### src/design/gcr_pkg.sv
// shared constants and types for the graph column rasterizer
package gcr_pkg;

  localparam int PAGES      = 7;
  localparam int PAGE_W     = 3;
  localparam int ROW_W      = PAGE_W + 3;
  localparam int SAMPLE_W   = 16;
  localparam int QUO_W      = 6;
  localparam int DIV_STEPS  = QUO_W;
  localparam int SHIFT_W    = 3;
  localparam int NUM_W      = SAMPLE_W + QUO_W;
  localparam int ADDR_W     = 4;
  localparam int DATA_W     = 32;

  localparam logic [ROW_W-1:0]   LAST_ROW   = ROW_W'(55);
  localparam logic [PAGE_W-1:0]  LAST_PAGE  = PAGE_W'(PAGES - 1);
  localparam logic [SHIFT_W-1:0] LAST_SHIFT = SHIFT_W'(DIV_STEPS - 1);

  localparam logic [7:0] CURSOR_SHADE = 8'h55;
  localparam logic [7:0] TOP_KEEP     = 8'hC0;
  localparam logic [7:0] BOT_KEEP     = 8'h03;
  localparam logic [7:0] FULL_KEEP    = 8'hFF;

  // register index, taken from paddr[3:2]
  localparam logic [1:0] REG_RANGE_LOW    = 2'd0;
  localparam logic [1:0] REG_RANGE_HIGH   = 2'd1;
  localparam logic [1:0] REG_POINTS_ONLY  = 2'd2;
  localparam logic [1:0] REG_CURSOR_SHOWN = 2'd3;

  localparam logic [15:0] RANGE_LOW_RST  = 16'd0;
  localparam logic [15:0] RANGE_HIGH_RST = 16'd55;

  typedef struct packed {
    logic signed [SAMPLE_W-1:0] range_low;
    logic signed [SAMPLE_W-1:0] range_high;
    logic                       points_only;
    logic                       cursor_shown;
  } gcr_cfg_t;

  typedef struct packed {
    logic signed [SAMPLE_W-1:0] sample_value;
    logic                       sample_filled;
    logic                       column_is_cursor;
    logic [7:0]                 top_label_byte;
    logic                       top_label_on;
    logic [7:0]                 bottom_label_byte;
    logic                       bottom_label_on;
  } gcr_item_t;

  typedef struct packed {
    logic               load;
    logic               prep;
    logic               div_step;
    logic [SHIFT_W-1:0] div_shift;
    logic               commit;
    logic [PAGE_W-1:0]  page;
  } gcr_cmd_t;

endpackage

### src/design/graph_column_rasterizer_top.sv
// Graph column rasterizer: one sample in per column, seven page bytes out.
// Input stream: one transaction per graph column. tdata carries the sample,
// cursor flag and both label glyphs; tuser says whether the sample is real.
// Output stream: PAGES transactions per column, page 0 first. tdata is the
// page byte (bit 0 = top row), tuser the page number, tlast marks the last
// page of the column.
// APB port: range_low at 0x0, range_high at 0x4, points_only at 0x8,
// cursor_shown at 0xC; write only while no column is in flight.
// Timing: a column passes through accept, scale, 6 divider steps, commit and
// then the 7 page bytes, which wait while the receiver stalls. The seven page
// bytes and the divider, one quotient bit per cycle, set most of the time a
// column takes.
// One column is in flight at a time: tready is low from acceptance until
// the last page byte has been taken. A stalled receiver simply holds the
// current page byte and its valid.
// Reset clears the sequencer, the previous point and the registers to
// range 0..55, line mode, no cursor shading.
module graph_column_rasterizer_top (
  input  logic                        clk_i,
  input  logic                        rst_ni,
  input  logic                        s_axis_tvalid_i,
  output logic                        s_axis_tready_o,
  // [15:0] sample_value, [16] column_is_cursor, [24:17] top_label_byte,
  // [25] top_label_on, [33:26] bottom_label_byte, [34] bottom_label_on
  input  logic [39:0]                 s_axis_tdata_i,
  // [0] sample_filled
  input  logic                        s_axis_tuser_i,
  output logic                        m_axis_tvalid_o,
  input  logic                        m_axis_tready_i,
  // [7:0] page_byte
  output logic [7:0]                  m_axis_tdata_o,
  // [2:0] page_index
  output logic [gcr_pkg::PAGE_W-1:0]  m_axis_tuser_o,
  output logic                        m_axis_tlast_o,
  input  logic                        psel_i,
  input  logic                        penable_i,
  input  logic                        pwrite_i,
  input  logic [gcr_pkg::ADDR_W-1:0]  paddr_i,
  input  logic [gcr_pkg::DATA_W-1:0]  pwdata_i,
  output logic [gcr_pkg::DATA_W-1:0]  prdata_o,
  output logic                        pready_o
);
  import gcr_pkg::*;

  gcr_cfg_t  cfg_q;
  gcr_item_t item;
  gcr_cmd_t  cmd;
  logic      cfg_wr;
  logic [1:0] reg_idx;

  assign pready_o = 1'b1;
  assign reg_idx  = paddr_i[3:2];
  assign cfg_wr   = psel_i && penable_i && pwrite_i && pready_o;

  always_ff @(posedge clk_i or negedge rst_ni) begin
    if (!rst_ni) begin
      cfg_q.range_low    <= RANGE_LOW_RST;
      cfg_q.range_high   <= RANGE_HIGH_RST;
      cfg_q.points_only  <= 1'b0;
      cfg_q.cursor_shown <= 1'b0;
    end else if (cfg_wr) begin
      case (reg_idx)
        REG_RANGE_LOW:    cfg_q.range_low    <= pwdata_i[SAMPLE_W-1:0];
        REG_RANGE_HIGH:   cfg_q.range_high   <= pwdata_i[SAMPLE_W-1:0];
        REG_POINTS_ONLY:  cfg_q.points_only  <= pwdata_i[0];
        REG_CURSOR_SHOWN: cfg_q.cursor_shown <= pwdata_i[0];
        default: ;
      endcase
    end
  end

  always_comb begin
    case (reg_idx)
      REG_RANGE_LOW:    prdata_o = DATA_W'(cfg_q.range_low);
      REG_RANGE_HIGH:   prdata_o = DATA_W'(cfg_q.range_high);
      REG_POINTS_ONLY:  prdata_o = DATA_W'(cfg_q.points_only);
      REG_CURSOR_SHOWN: prdata_o = DATA_W'(cfg_q.cursor_shown);
      default:          prdata_o = '0;
    endcase
  end

  always_comb begin
    item.sample_value      = s_axis_tdata_i[15:0];
    item.sample_filled     = s_axis_tuser_i;
    item.column_is_cursor  = s_axis_tdata_i[16];
    item.top_label_byte    = s_axis_tdata_i[24:17];
    item.top_label_on      = s_axis_tdata_i[25];
    item.bottom_label_byte = s_axis_tdata_i[33:26];
    item.bottom_label_on   = s_axis_tdata_i[34];
  end

  gcr_ctrl u_ctrl (
    .clk_i       (clk_i),
    .rst_ni      (rst_ni),
    .in_valid_i  (s_axis_tvalid_i),
    .in_ready_o  (s_axis_tready_o),
    .out_valid_o (m_axis_tvalid_o),
    .out_ready_i (m_axis_tready_i),
    .out_last_o  (m_axis_tlast_o),
    .cmd_o       (cmd)
  );

  gcr_datapath u_datapath (
    .clk_i       (clk_i),
    .rst_ni      (rst_ni),
    .cmd_i       (cmd),
    .item_i      (item),
    .cfg_i       (cfg_q),
    .page_byte_o (m_axis_tdata_o)
  );

  assign m_axis_tuser_o = cmd.page;

endmodule

### src/design/gcr_datapath.sv
// sample scaling, serial divider, point and line state, page byte forming
module gcr_datapath (
  input  logic               clk_i,
  input  logic               rst_ni,
  input  gcr_pkg::gcr_cmd_t  cmd_i,
  input  gcr_pkg::gcr_item_t item_i,
  input  gcr_pkg::gcr_cfg_t  cfg_i,
  output logic [7:0]         page_byte_o
);
  import gcr_pkg::*;

  gcr_item_t              item_q;
  logic                   in_range_q, in_range_d;
  logic [NUM_W-1:0]       rem_q;
  logic [SAMPLE_W-1:0]    span_q;
  logic [QUO_W-1:0]       quo_q;
  logic [ROW_W-1:0]       lo_row_q, hi_row_q;
  logic                   lit_q;
  logic [ROW_W-1:0]       prev_row_q;
  logic                   prev_valid_q;

  logic signed [SAMPLE_W:0] diff_s, span_s;
  logic [NUM_W-1:0]         num;
  logic [NUM_W-1:0]         trial;
  logic [ROW_W-1:0]         row;
  logic                     join_run;
  logic [7:0]               pix, keep, extra;
  logic [ROW_W-1:0]         r_idx [8];

  assign diff_s = $signed({item_q.sample_value[SAMPLE_W-1], item_q.sample_value})
                - $signed({cfg_i.range_low[SAMPLE_W-1], cfg_i.range_low});
  assign span_s = $signed({cfg_i.range_high[SAMPLE_W-1], cfg_i.range_high})
                - $signed({cfg_i.range_low[SAMPLE_W-1], cfg_i.range_low});

  assign in_range_d = item_q.sample_filled && (span_s > 0) && (diff_s >= 0)
                    && (item_q.sample_value <= cfg_i.range_high);

  assign num   = NUM_W'(diff_s[SAMPLE_W-1:0]) * NUM_W'(LAST_ROW);
  assign trial = NUM_W'(span_q) << cmd_i.div_shift;

  assign row      = LAST_ROW - ROW_W'(quo_q);
  assign join_run = prev_valid_q && !cfg_i.points_only && (prev_row_q != row);

  always_ff @(posedge clk_i) begin
    if (cmd_i.load) begin
      item_q <= item_i;
    end
    if (cmd_i.prep) begin
      rem_q  <= num;
      span_q <= span_s[SAMPLE_W-1:0];
      quo_q  <= '0;
    end else if (cmd_i.div_step) begin
      // restoring step: quotient does not exceed the last row for an in-range sample
      if (rem_q >= trial) begin
        rem_q                  <= rem_q - trial;
        quo_q[cmd_i.div_shift] <= 1'b1;
      end
    end
    if (cmd_i.commit) begin
      if (join_run) begin
        lo_row_q <= (prev_row_q < row) ? prev_row_q : row;
        hi_row_q <= (prev_row_q < row) ? row : prev_row_q;
      end else begin
        lo_row_q <= row;
        hi_row_q <= row;
      end
    end
  end

  always_ff @(posedge clk_i or negedge rst_ni) begin
    if (!rst_ni) begin
      in_range_q   <= 1'b0;
      lit_q        <= 1'b0;
      prev_row_q   <= '0;
      prev_valid_q <= 1'b0;
    end else begin
      if (cmd_i.prep) begin
        in_range_q <= in_range_d;
      end
      if (cmd_i.commit) begin
        lit_q        <= in_range_q;
        prev_valid_q <= in_range_q;
        if (in_range_q) begin
          prev_row_q <= row;
        end
      end
    end
  end

  always_comb begin
    for (int k = 0; k < 8; k++) begin
      r_idx[k] = {cmd_i.page, 3'(k)};
      pix[k]   = lit_q && (r_idx[k] >= lo_row_q) && (r_idx[k] <= hi_row_q);
    end
    keep  = FULL_KEEP;
    extra = (cfg_i.cursor_shown && item_q.column_is_cursor) ? CURSOR_SHADE : 8'h00;
    if (!cfg_i.cursor_shown) begin
      if (cmd_i.page == '0 && item_q.top_label_on) begin
        keep  = keep & TOP_KEEP;
        extra = extra | item_q.top_label_byte;
      end
      if (cmd_i.page == LAST_PAGE && item_q.bottom_label_on) begin
        keep  = keep & BOT_KEEP;
        extra = extra | item_q.bottom_label_byte;
      end
    end
    page_byte_o = (pix & keep) | extra;
  end

endmodule

### src/design/gcr_ctrl.sv
// sequencer: accept, scale, divide, commit, then walk the pages
module gcr_ctrl (
  input  logic              clk_i,
  input  logic              rst_ni,
  input  logic              in_valid_i,
  output logic              in_ready_o,
  output logic              out_valid_o,
  input  logic              out_ready_i,
  output logic              out_last_o,
  output gcr_pkg::gcr_cmd_t cmd_o
);
  import gcr_pkg::*;

  localparam logic [2:0] S_IDLE   = 3'd0;
  localparam logic [2:0] S_PREP   = 3'd1;
  localparam logic [2:0] S_DIV    = 3'd2;
  localparam logic [2:0] S_COMMIT = 3'd3;
  localparam logic [2:0] S_EMIT   = 3'd4;

  logic [2:0]         state_q, state_d;
  logic [SHIFT_W-1:0] step_q, step_d;
  logic [PAGE_W-1:0]  page_q, page_d;

  always_comb begin
    state_d     = state_q;
    step_d      = step_q;
    page_d      = page_q;
    in_ready_o  = 1'b0;
    out_valid_o = 1'b0;
    out_last_o  = 1'b0;
    cmd_o       = '0;
    cmd_o.page  = page_q;
    case (state_q)
      S_IDLE: begin
        in_ready_o = 1'b1;
        if (in_valid_i) begin
          cmd_o.load = 1'b1;
          state_d    = S_PREP;
        end
      end
      S_PREP: begin
        cmd_o.prep = 1'b1;
        step_d     = LAST_SHIFT;
        state_d    = S_DIV;
      end
      S_DIV: begin
        cmd_o.div_step  = 1'b1;
        cmd_o.div_shift = step_q;
        if (step_q == '0) begin
          state_d = S_COMMIT;
        end else begin
          step_d = step_q - 1'b1;
        end
      end
      S_COMMIT: begin
        cmd_o.commit = 1'b1;
        page_d       = '0;
        state_d      = S_EMIT;
      end
      S_EMIT: begin
        out_valid_o = 1'b1;
        out_last_o  = (page_q == LAST_PAGE);
        if (out_ready_i) begin
          if (page_q == LAST_PAGE) begin
            state_d = S_IDLE;
          end else begin
            page_d = page_q + 1'b1;
          end
        end
      end
      default: begin
        state_d = S_IDLE;
      end
    endcase
  end

  always_ff @(posedge clk_i or negedge rst_ni) begin
    if (!rst_ni) begin
      state_q <= S_IDLE;
      step_q  <= '0;
      page_q  <= '0;
    end else begin
      state_q <= state_d;
      step_q  <= step_d;
      page_q  <= page_d;
    end
  end

endmodule

### config.mk
export PLATFORM = sky130hd
export DESIGN_NAME = graph_column_rasterizer_top
export DESIGN_NICKNAME = d
export VERILOG_FILES = /design/src/design/gcr_pkg.sv /design/src/design/graph_column_rasterizer_top.sv /design/src/design/gcr_datapath.sv /design/src/design/gcr_ctrl.sv
export SDC_FILE = /design/constraint.sdc
export NUM_CORES = 1
export LEC_CHECK = 0
export BUFFER_PORTS_ARGS = -buffer_cell sky130_fd_sc_hd__buf_2
export CORE_MARGIN = 3
export CORE_UTILIZATION = 55
export CTS_BUF_LIST = sky130_fd_sc_hd__clkbuf_4 sky130_fd_sc_hd__clkbuf_8 sky130_fd_sc_hd__clkbuf_16
export CTS_CLUSTER_DIAMETER = 200
export DETAILED_ROUTE_END_ITERATION = 10
export MAX_ROUTING_LAYER = met4
export PLACE_DENSITY = 0.76
export SLEW_MARGIN = 20
export SYNTH_ARGS = -nofsm -noshare
export SYNTH_HDL_FRONTEND = slang
export SYNTH_SLANG_ARGS = --single-unit
### constraint.sdc
create_clock -name clk_i -period 7.4 [get_ports clk_i]
set_input_delay 0.74 -clock clk_i [delete_from_list [all_inputs] [get_ports clk_i]]
set_output_delay 0.74 -clock clk_i [all_outputs]
set_load 0.03 [all_outputs]
==> results of run 1 <==
## how the worst max path moves through the flow
stage                               startpoint                              to  depth (start not counted)  slack [ns]
3_3_place_gp   u_datapath.item_q[20]$_DFFE_PP_  u_datapath.rem_q[20]$_DFFE_PP_                         27        0.91
3_5_place_dp   u_datapath.item_q[20]$_DFFE_PP_  u_datapath.rem_q[20]$_DFFE_PP_                         27        0.77
2_1_floorplan  u_datapath.item_q[20]$_DFFE_PP_  u_datapath.rem_q[21]$_DFFE_PP_                         25        1.33
6_report       u_datapath.item_q[20]$_DFFE_PP_  u_datapath.rem_q[20]$_DFFE_PP_                         27        0.64
4_1_cts        u_datapath.item_q[20]$_DFFE_PP_  u_datapath.rem_q[20]$_DFFE_PP_                         27        0.73
5_1_grt        u_datapath.item_q[20]$_DFFE_PP_  u_datapath.rem_q[21]$_DFFE_PP_                         25        0.32
## critical path, delay by kind of cell, from the launching register on
family | cells | cell delay [ns]
compound gates | 11 | 2.26
xor+xnor | 2 | 0.34
fa+ha+maj | 6 | 2.50
buf+inv | 5 | 0.32
flops | 1 | 0.37
simple gates | 3 | 0.69
## cell type report
cell class,count,area (um2),area share [%]
Timing Repair Buffer,113,583.1,4.409
Tap cell,275,344.1,2.602
Inverter,143,536.8,4.059
Multi-Input combinational cell,925,7184,54.33
Clock buffer,17,425.4,3.217
Sequential cell,143,3985,30.14
Clock inverter,15,165.2,1.249
## per-layer routing
layer | part of all wire (%) | up-vias
li1 | - | 4655
met1 | 44 | 4455
met2 | 49 | 290
met3 | 4.9 | 50
met4 | 2.2 | 0
met5 | 0 | -
## registers in the layout, summed over array words and instances, names as in the netlist, 6 cells and up
| register | flops |
|---|---|
| u_datapath.hi_row_q | 6 |
| u_datapath.lo_row_q | 6 |
| u_datapath.prev_row_q | 6 |
| u_datapath.rem_q | 22 |
| u_datapath.span_q | 16 |
| u_datapath.quo_q | 6 |
| u_datapath.item_q | 36 |
| cfg_q | 34 |
## logic make-up after synthesis
kind of cell | count (synthesis)
xor+xnor | 57
compound gates | 308
mux | 76
flops | 143
other cells | 1
simple gates | 312
buf+inv | 191
fa+ha+maj | 171
## cells in the final DEF, fill, tap and decap left out, types with 8 or more instances in the layout
master     count
inv_1        142
ha_1         134
buf_2        106
nor2_1        92
nand2_1       87
edfxtp_1      86
a21oi_1       82
o21ai_0       73
mux2i_1       55
dfrtp_1       46
fa_1          37
xnor2_1       30
xor2_1        27
nor3_1        26
a21o_1        25
o21a_1        25
nand3_1       22
mux2_2        20
clkbuf_16     17
nor2b_1       16
nand4_1       15
a211oi_1      11
and3_1        11
nand2b_1      11
or3_1          8
## stage by stage
stage / hold slack [ns] / cells / instance area, um2 / worst slack, ns
after detailed placement: 0.4878 / 1599 / 12630 / 0.7735
after floorplan: 0.4444 / 1259 / 11950 / 1.332
after global placement: 0.4803 / 1599 / 12630 / 0.9118
final: 0.4408 / 1631 / 13220 / 0.6448
after global routing: 0.4530 / 1631 / 13220 / 0.3200
after CTS: 0.4542 / 1631 / 13220 / 0.7277
==> results_dict.tcl, run 1 <==
set metrics [dict create \
    fin_nets 1598 \
    maxSlewViolCount 0 \
    synth_edf_count 86 \
    die_w_um 153.4 \
    final-hold-violation-count 0 \
    ant_nets 0 \
    yosysTopAreaCell "edfxtp_1" \
    crit_path_end_kind "register" \
    arrival_ns 6.92 \
    grt_pass1_wl_um 44910 \
    clk_pin_slew_ns 0.07 \
    cts_resized 0 \
    synth.avg_cell_area_um2 9.492 \
    cts-root-buf "clkbuf_16" \
    grt_max_degree 52 \
    slowest_stage "fa_1" \
    ys_seq_area_share_pct 33.35 \
    netlist_instances 1259 \
    critical_path.max_fanout 4 \
    start_util_pct 56.49 \
    antenna_cells 0 \
    skew_ns 0.01103 \
    clk_latency_ns 0.44 \
    synth_simple_gate_area_share_pct 12.32 \
    synth_fa_ha_area_share_pct 20.23 \
    cts_tree "yes" \
    critPathMostFrequentCell "inv_1" \
    yosysTopAreaCellShare_pct 21.61 \
    reg2reg_from "u_datapath.item_q[20]$_DFFE_PP_" \
    slowest_delay_ns 0.55 \
    max-slew-margin-rel_pct 32.42 \
    synth.area.mux_share_pct 6.680 \
    synthArstFlopShare_pct 35.66 \
    antenna_found_initial 0 \
    status "completed" \
    clock_sinks 143 \
    drt_first_pass_iters 6 \
    wire_per_inst_um 16.84 \
    synthTopCellsByCount "142 x inv_1, 134 x ha_1, 92 x nor2_1, 87 x nand2_1, 86 x edfxtp_1" \
    synth_cell_types 77 \
    grt_use_met1_pct 30.24 \
    fill_cells 1718 \
    ys_top_cells_by_area "edfxtp_1 22%, ha_1 14%, dfrtp_1 9.6%" \
    drv.max_cap_violation_count 0 \
    fin_crit_ns 6.755 \
    via_per_inst 5.794 \
    grt_overflow 0 \
    final_util_pct 62.51 \
    fin_setup_tns_ns 0 \
    hold_buffers 0 \
    rows 53 \
    num_vias 9450 \
    cp-start-kind "register" \
    ff2ff_setup_slack_ns 0.64 \
    core_area_um2 21150 \
    synth_area_um2 11950 \
    drc 0 \
    totalWireLength_um 27470 \
    drtIter0Drc 741 \
    fin_crit_sh_pct 91.29 \
    dieArea_um2 23530 \
    io_pins 131 \
    reg2reg_to "u_datapath.rem_q[20]$_DFFE_PP_" \
    yosysMostFrequentCell "inv_1" \
    synth_xor_area_share_pct 4.178 \
    area_growth_pct 10.66 \
    place_congestion 0.9362 \
    grt_util_all_layers_pct 23.94 \
    fp.dieH_um 153.4 \
    synth_top_family_by_area "adder cells" \
    ys.flop_type "edfxtp_1" \
    postCtsSetupBuffers 0 \
    worstHoldPathType "input port to async pin" \
    max_clock_freq_mhz 148.0 \
    clockBufferDepth 2 \
    ys_ff_latch 143 \
    synth-compound-area-share_pct 16.57 \
    ys_warn_count 0 \
    port_buffers 106 \
    dp_hpwl_um 20840 \
    cts_buffers 17 \
    grt_pass1_vias 9211 \
    htree_num_levels 4 \
    required_ns 7.56 \
    setup_viol 0 \
    tightest_slew_ns 1.011 \
    top_usage_layer "met2" \
    worstRegToRegCells 27 \
    path_class "register to register" \
    drive_above_1_share_pct 13.79 \
    syn_nets 1514 \
    rsz0062_at_grt "no" \
    grtUsageMet3_pct 4.077 \
    met2_usage_pct 39.84 \
]
Power of run 1 is not shown: default switching activity piles up to over one toggle a cycle in this logic, so the estimate is an artifact.
==> inputs of run 2 (changes only) <==
--- a/config.mk
+++ b/config.mk
@@ -12,8 +12,9 @@
 export CTS_CLUSTER_DIAMETER = 200
 export DETAILED_ROUTE_END_ITERATION = 10
 export MAX_ROUTING_LAYER = met4
-export PLACE_DENSITY = 0.76
+export PLACE_DENSITY = 0.75
 export SLEW_MARGIN = 20
 export SYNTH_ARGS = -nofsm -noshare
 export SYNTH_HDL_FRONTEND = slang
+export SYNTH_HIERARCHICAL = 1
 export SYNTH_SLANG_ARGS = --single-unit
==> run 2 against run 1 <==
Effect of this change:
- sequential cell count unchanged
- clock-buffer cell count unchanged
- final area up 1.6%
- largest cell class unchanged
==> results_dict.tcl, run 2 <==
set metrics [dict create \
    postCtsSetupBuffers 0 \
    fin_crit_sh_pct 86.10 \
    layout_commonest_cell "inv_1" \
    reg2reg_to "u_datapath/rem_q[21]$_DFFE_PP_" \
    worstRegToRegCells 26 \
    antenna_found_initial 0 \
    ys_seq_area_share_pct 32.70 \
    synth.area.mux_share_pct 8.818 \
    place_congestion 0.8990 \
    clockBufferDepth 2 \
    skew_ns 0.01092 \
    dp_cells 1580 \
    cts_buffers 17 \
    netlist_instances 1239 \
    ff2ff_setup_slack_ns 1.03 \
    multi_input_area_um2 7356 \
    htree_num_levels 4 \
    yosysMostFrequentCell "inv_1" \
    ys_warn_count 6 \
    ant_nets 0 \
    ff_latch_area_um2 3985 \
    drtIter0Drc 596 \
    via_per_inst 5.777 \
    yosysTopAreaCell "edfxtp_1" \
    grt_util_all_layers_pct 23.39 \
    io_pins 131 \
    layout_common_cells "149 x inv_1, 133 x ha_1, 106 x buf_2" \
    cts_tree "yes" \
    final_util_pct 62.75 \
    synth_cell_types 88 \
    port_buffers 106 \
    drc 0 \
    synth-compound-area-share_pct 16.08 \
    path_class "register to register" \
    synth_edf_count 86 \
    synth.avg_cell_area_um2 9.837 \
    area_growth_pct 10.28 \
    synth_simple_gate_area_share_pct 11.34 \
    cts_resized 0 \
    grt_pass1_vias 9270 \
    largest-register "u_datapath/item_q" \
    maxSlewViolCount 0 \
    hold_buffers 0 \
    cts-root-buf "clkbuf_16" \
    required_ns 7.55 \
    totalWireLength_um 27220 \
    antenna_cells 0 \
    fp.dieH_um 154.9 \
    core_area_um2 21420 \
    grt_pass1_wl_um 44850 \
    rows 53 \
    crit_path_end_kind "register" \
    status "completed" \
    clk_latency_ns 0.43 \
    drt_first_pass_iters 5 \
    synth_xor_area_share_pct 4.240 \
    clk_pin_slew_ns 0.07 \
    final-hold-violation-count 0 \
    synth_top_family_by_area "adder cells" \
    worstHoldPathType "input port to async pin" \
    synth_fa_ha_area_share_pct 19.73 \
    clock_sinks 143 \
    max_clock_freq_mhz 157.0 \
    ys_ff_latch 143 \
    drive_above_1_share_pct 16.08 \
    syn_nets 1493 \
    reg_top3 "u_datapath/item_q x36, cfg_q x34, u_datapath/rem_q x22" \
    arrival_ns 6.52 \
    synth_area_um2 12190 \
    reg2reg_from "u_datapath/item_q[20]$_DFFE_PP_" \
    rsz0062_at_grt "no" \
    synthTopCellsByCount "149 x inv_1, 133 x ha_1, 87 x nor2_1, 86 x edfxtp_1, 73 x a21oi_1" \
    drv.max_cap_violation_count 0 \
    tightest_slew_ns 1.038 \
    ys.flop_type "edfxtp_1" \
    cp-start-kind "register" \
    final_cells 1612 \
    fin_crit_ns 6.371 \
    wire_per_inst_um 16.89 \
    max-slew-margin-rel_pct 30.80 \
    fin_setup_tns_ns 0 \
    largest_register_ffs 36 \
    fin_nets 1578 \
    dieArea_um2 23980 \
    start_util_pct 56.90 \
    die_w_um 154.9 \
    dp_hpwl_um 20970 \
    yosysTopAreaCellShare_pct 21.19 \
    grt_overflow 0 \
    setup_viol 0 \
    fill_cells 1819 \
    critical_path.max_fanout 4 \
    synthArstFlopShare_pct 35.66 \
    num_vias 9312 \
    grt_max_degree 57 \
    ys_top_cells_by_area "edfxtp_1 21%, ha_1 14%, dfrtp_1 9.4%" \
]
[run 2: cell count changes in the layout (fill, tap and decap cells not counted), moves of 7 or more]
cell / before / now
xor2_1: 27 / 35
nand4_1: 15 / 8
inv_1: 142 / 149
nand2_1: 87 / 69
nor3_1: 26 / 13
mux2i_1: 55 / 62
mux2_4: 0 / 10
o21a_1: 25 / 12
a21oi_1: 82 / 73
[run 2: cell families after synthesis]
kind of cell               count (synthesis)
buffers and inverters                    196
and+or+nand+nor                          282
muxes                                     98
xor gates and xnor gates                  59
AOI/OAI and AO/OA                        290
other                                      1
adders and majority gates                170
DFF                                      143
[run 2: critical path, cell delays in order (launching register included)]
cell	delay, ns
edfxtp_1	0.36
inv_1	0.09
ha_1	0.17
inv_1	0.05
fa_1	0.39
a21oi_1	0.20
o21ai_0	0.22
o21ai_2	0.24
o21ai_2	0.12
o311a_1	0.35
o31a_2	0.31
a21o_1	0.21
inv_1	0.15
fa_1	0.45
fa_1	0.49
inv_1	0.05
fa_1	0.52
inv_1	0.04
ha_1	0.34
a21oi_1	0.13
o21ai_0	0.14
a22o_1	0.23
a31o_2	0.23
o41a_1	0.32
xor2_1	0.14
nand2_1	0.08
o31ai_1	0.08
[run 2: cell type report]
cell class	count	area share, %
Tap cell	275	2.560
Timing Repair Buffer	112	4.282
Sequential cell	143	29.65
Inverter	150	4.189
Multi-Input combinational cell	900	54.73
Clock inverter	15	1.424
Clock buffer	17	3.165
[run 2: worst max path at each step]
stage,start,to,cells past startpoint
2_1_floorplan,u_datapath/item_q[20]$_DFFE_PP_,u_datapath/rem_q[21]$_DFFE_PP_,26
6_report,u_datapath/item_q[20]$_DFFE_PP_,u_datapath/rem_q[21]$_DFFE_PP_,26
3_3_place_gp,u_datapath/item_q[20]$_DFFE_PP_,u_datapath/rem_q[21]$_DFFE_PP_,26
5_1_grt,cfg_q[19]$_DFFE_PN0P_,u_datapath/rem_q[21]$_DFFE_PP_,24
4_1_cts,u_datapath/item_q[20]$_DFFE_PP_,u_datapath/rem_q[21]$_DFFE_PP_,26
3_5_place_dp,u_datapath/item_q[20]$_DFFE_PP_,u_datapath/rem_q[21]$_DFFE_PP_,26
[run 2: per-layer routing]
metal  track usage [%]  share of wire [%]  up-vias
li1                  -                  -     4583
met1             29.76                 44     4476
met2             39.08                 50      205
met3             3.310                3.6       48
met4             7.065                2.2        0
met5                 -                  0        -
[run 2: per-stage QoR]
| step | worst slack [ns] | area, um2 | hold WS (ns) |
|---|---|---|---|
| finish | 1.029 | 13440 | 0.4169 |
| floorplan | 1.558 | 12190 | 0.4363 |
| global route | 0.7319 | 13440 | 0.4649 |
| global placement | 1.125 | 12820 | 0.4660 |
| CTS | 1.062 | 13440 | 0.4444 |
| detailed placement | 1.086 | 12820 | 0.4757 |
Power of run 2 is left out for the same reason.
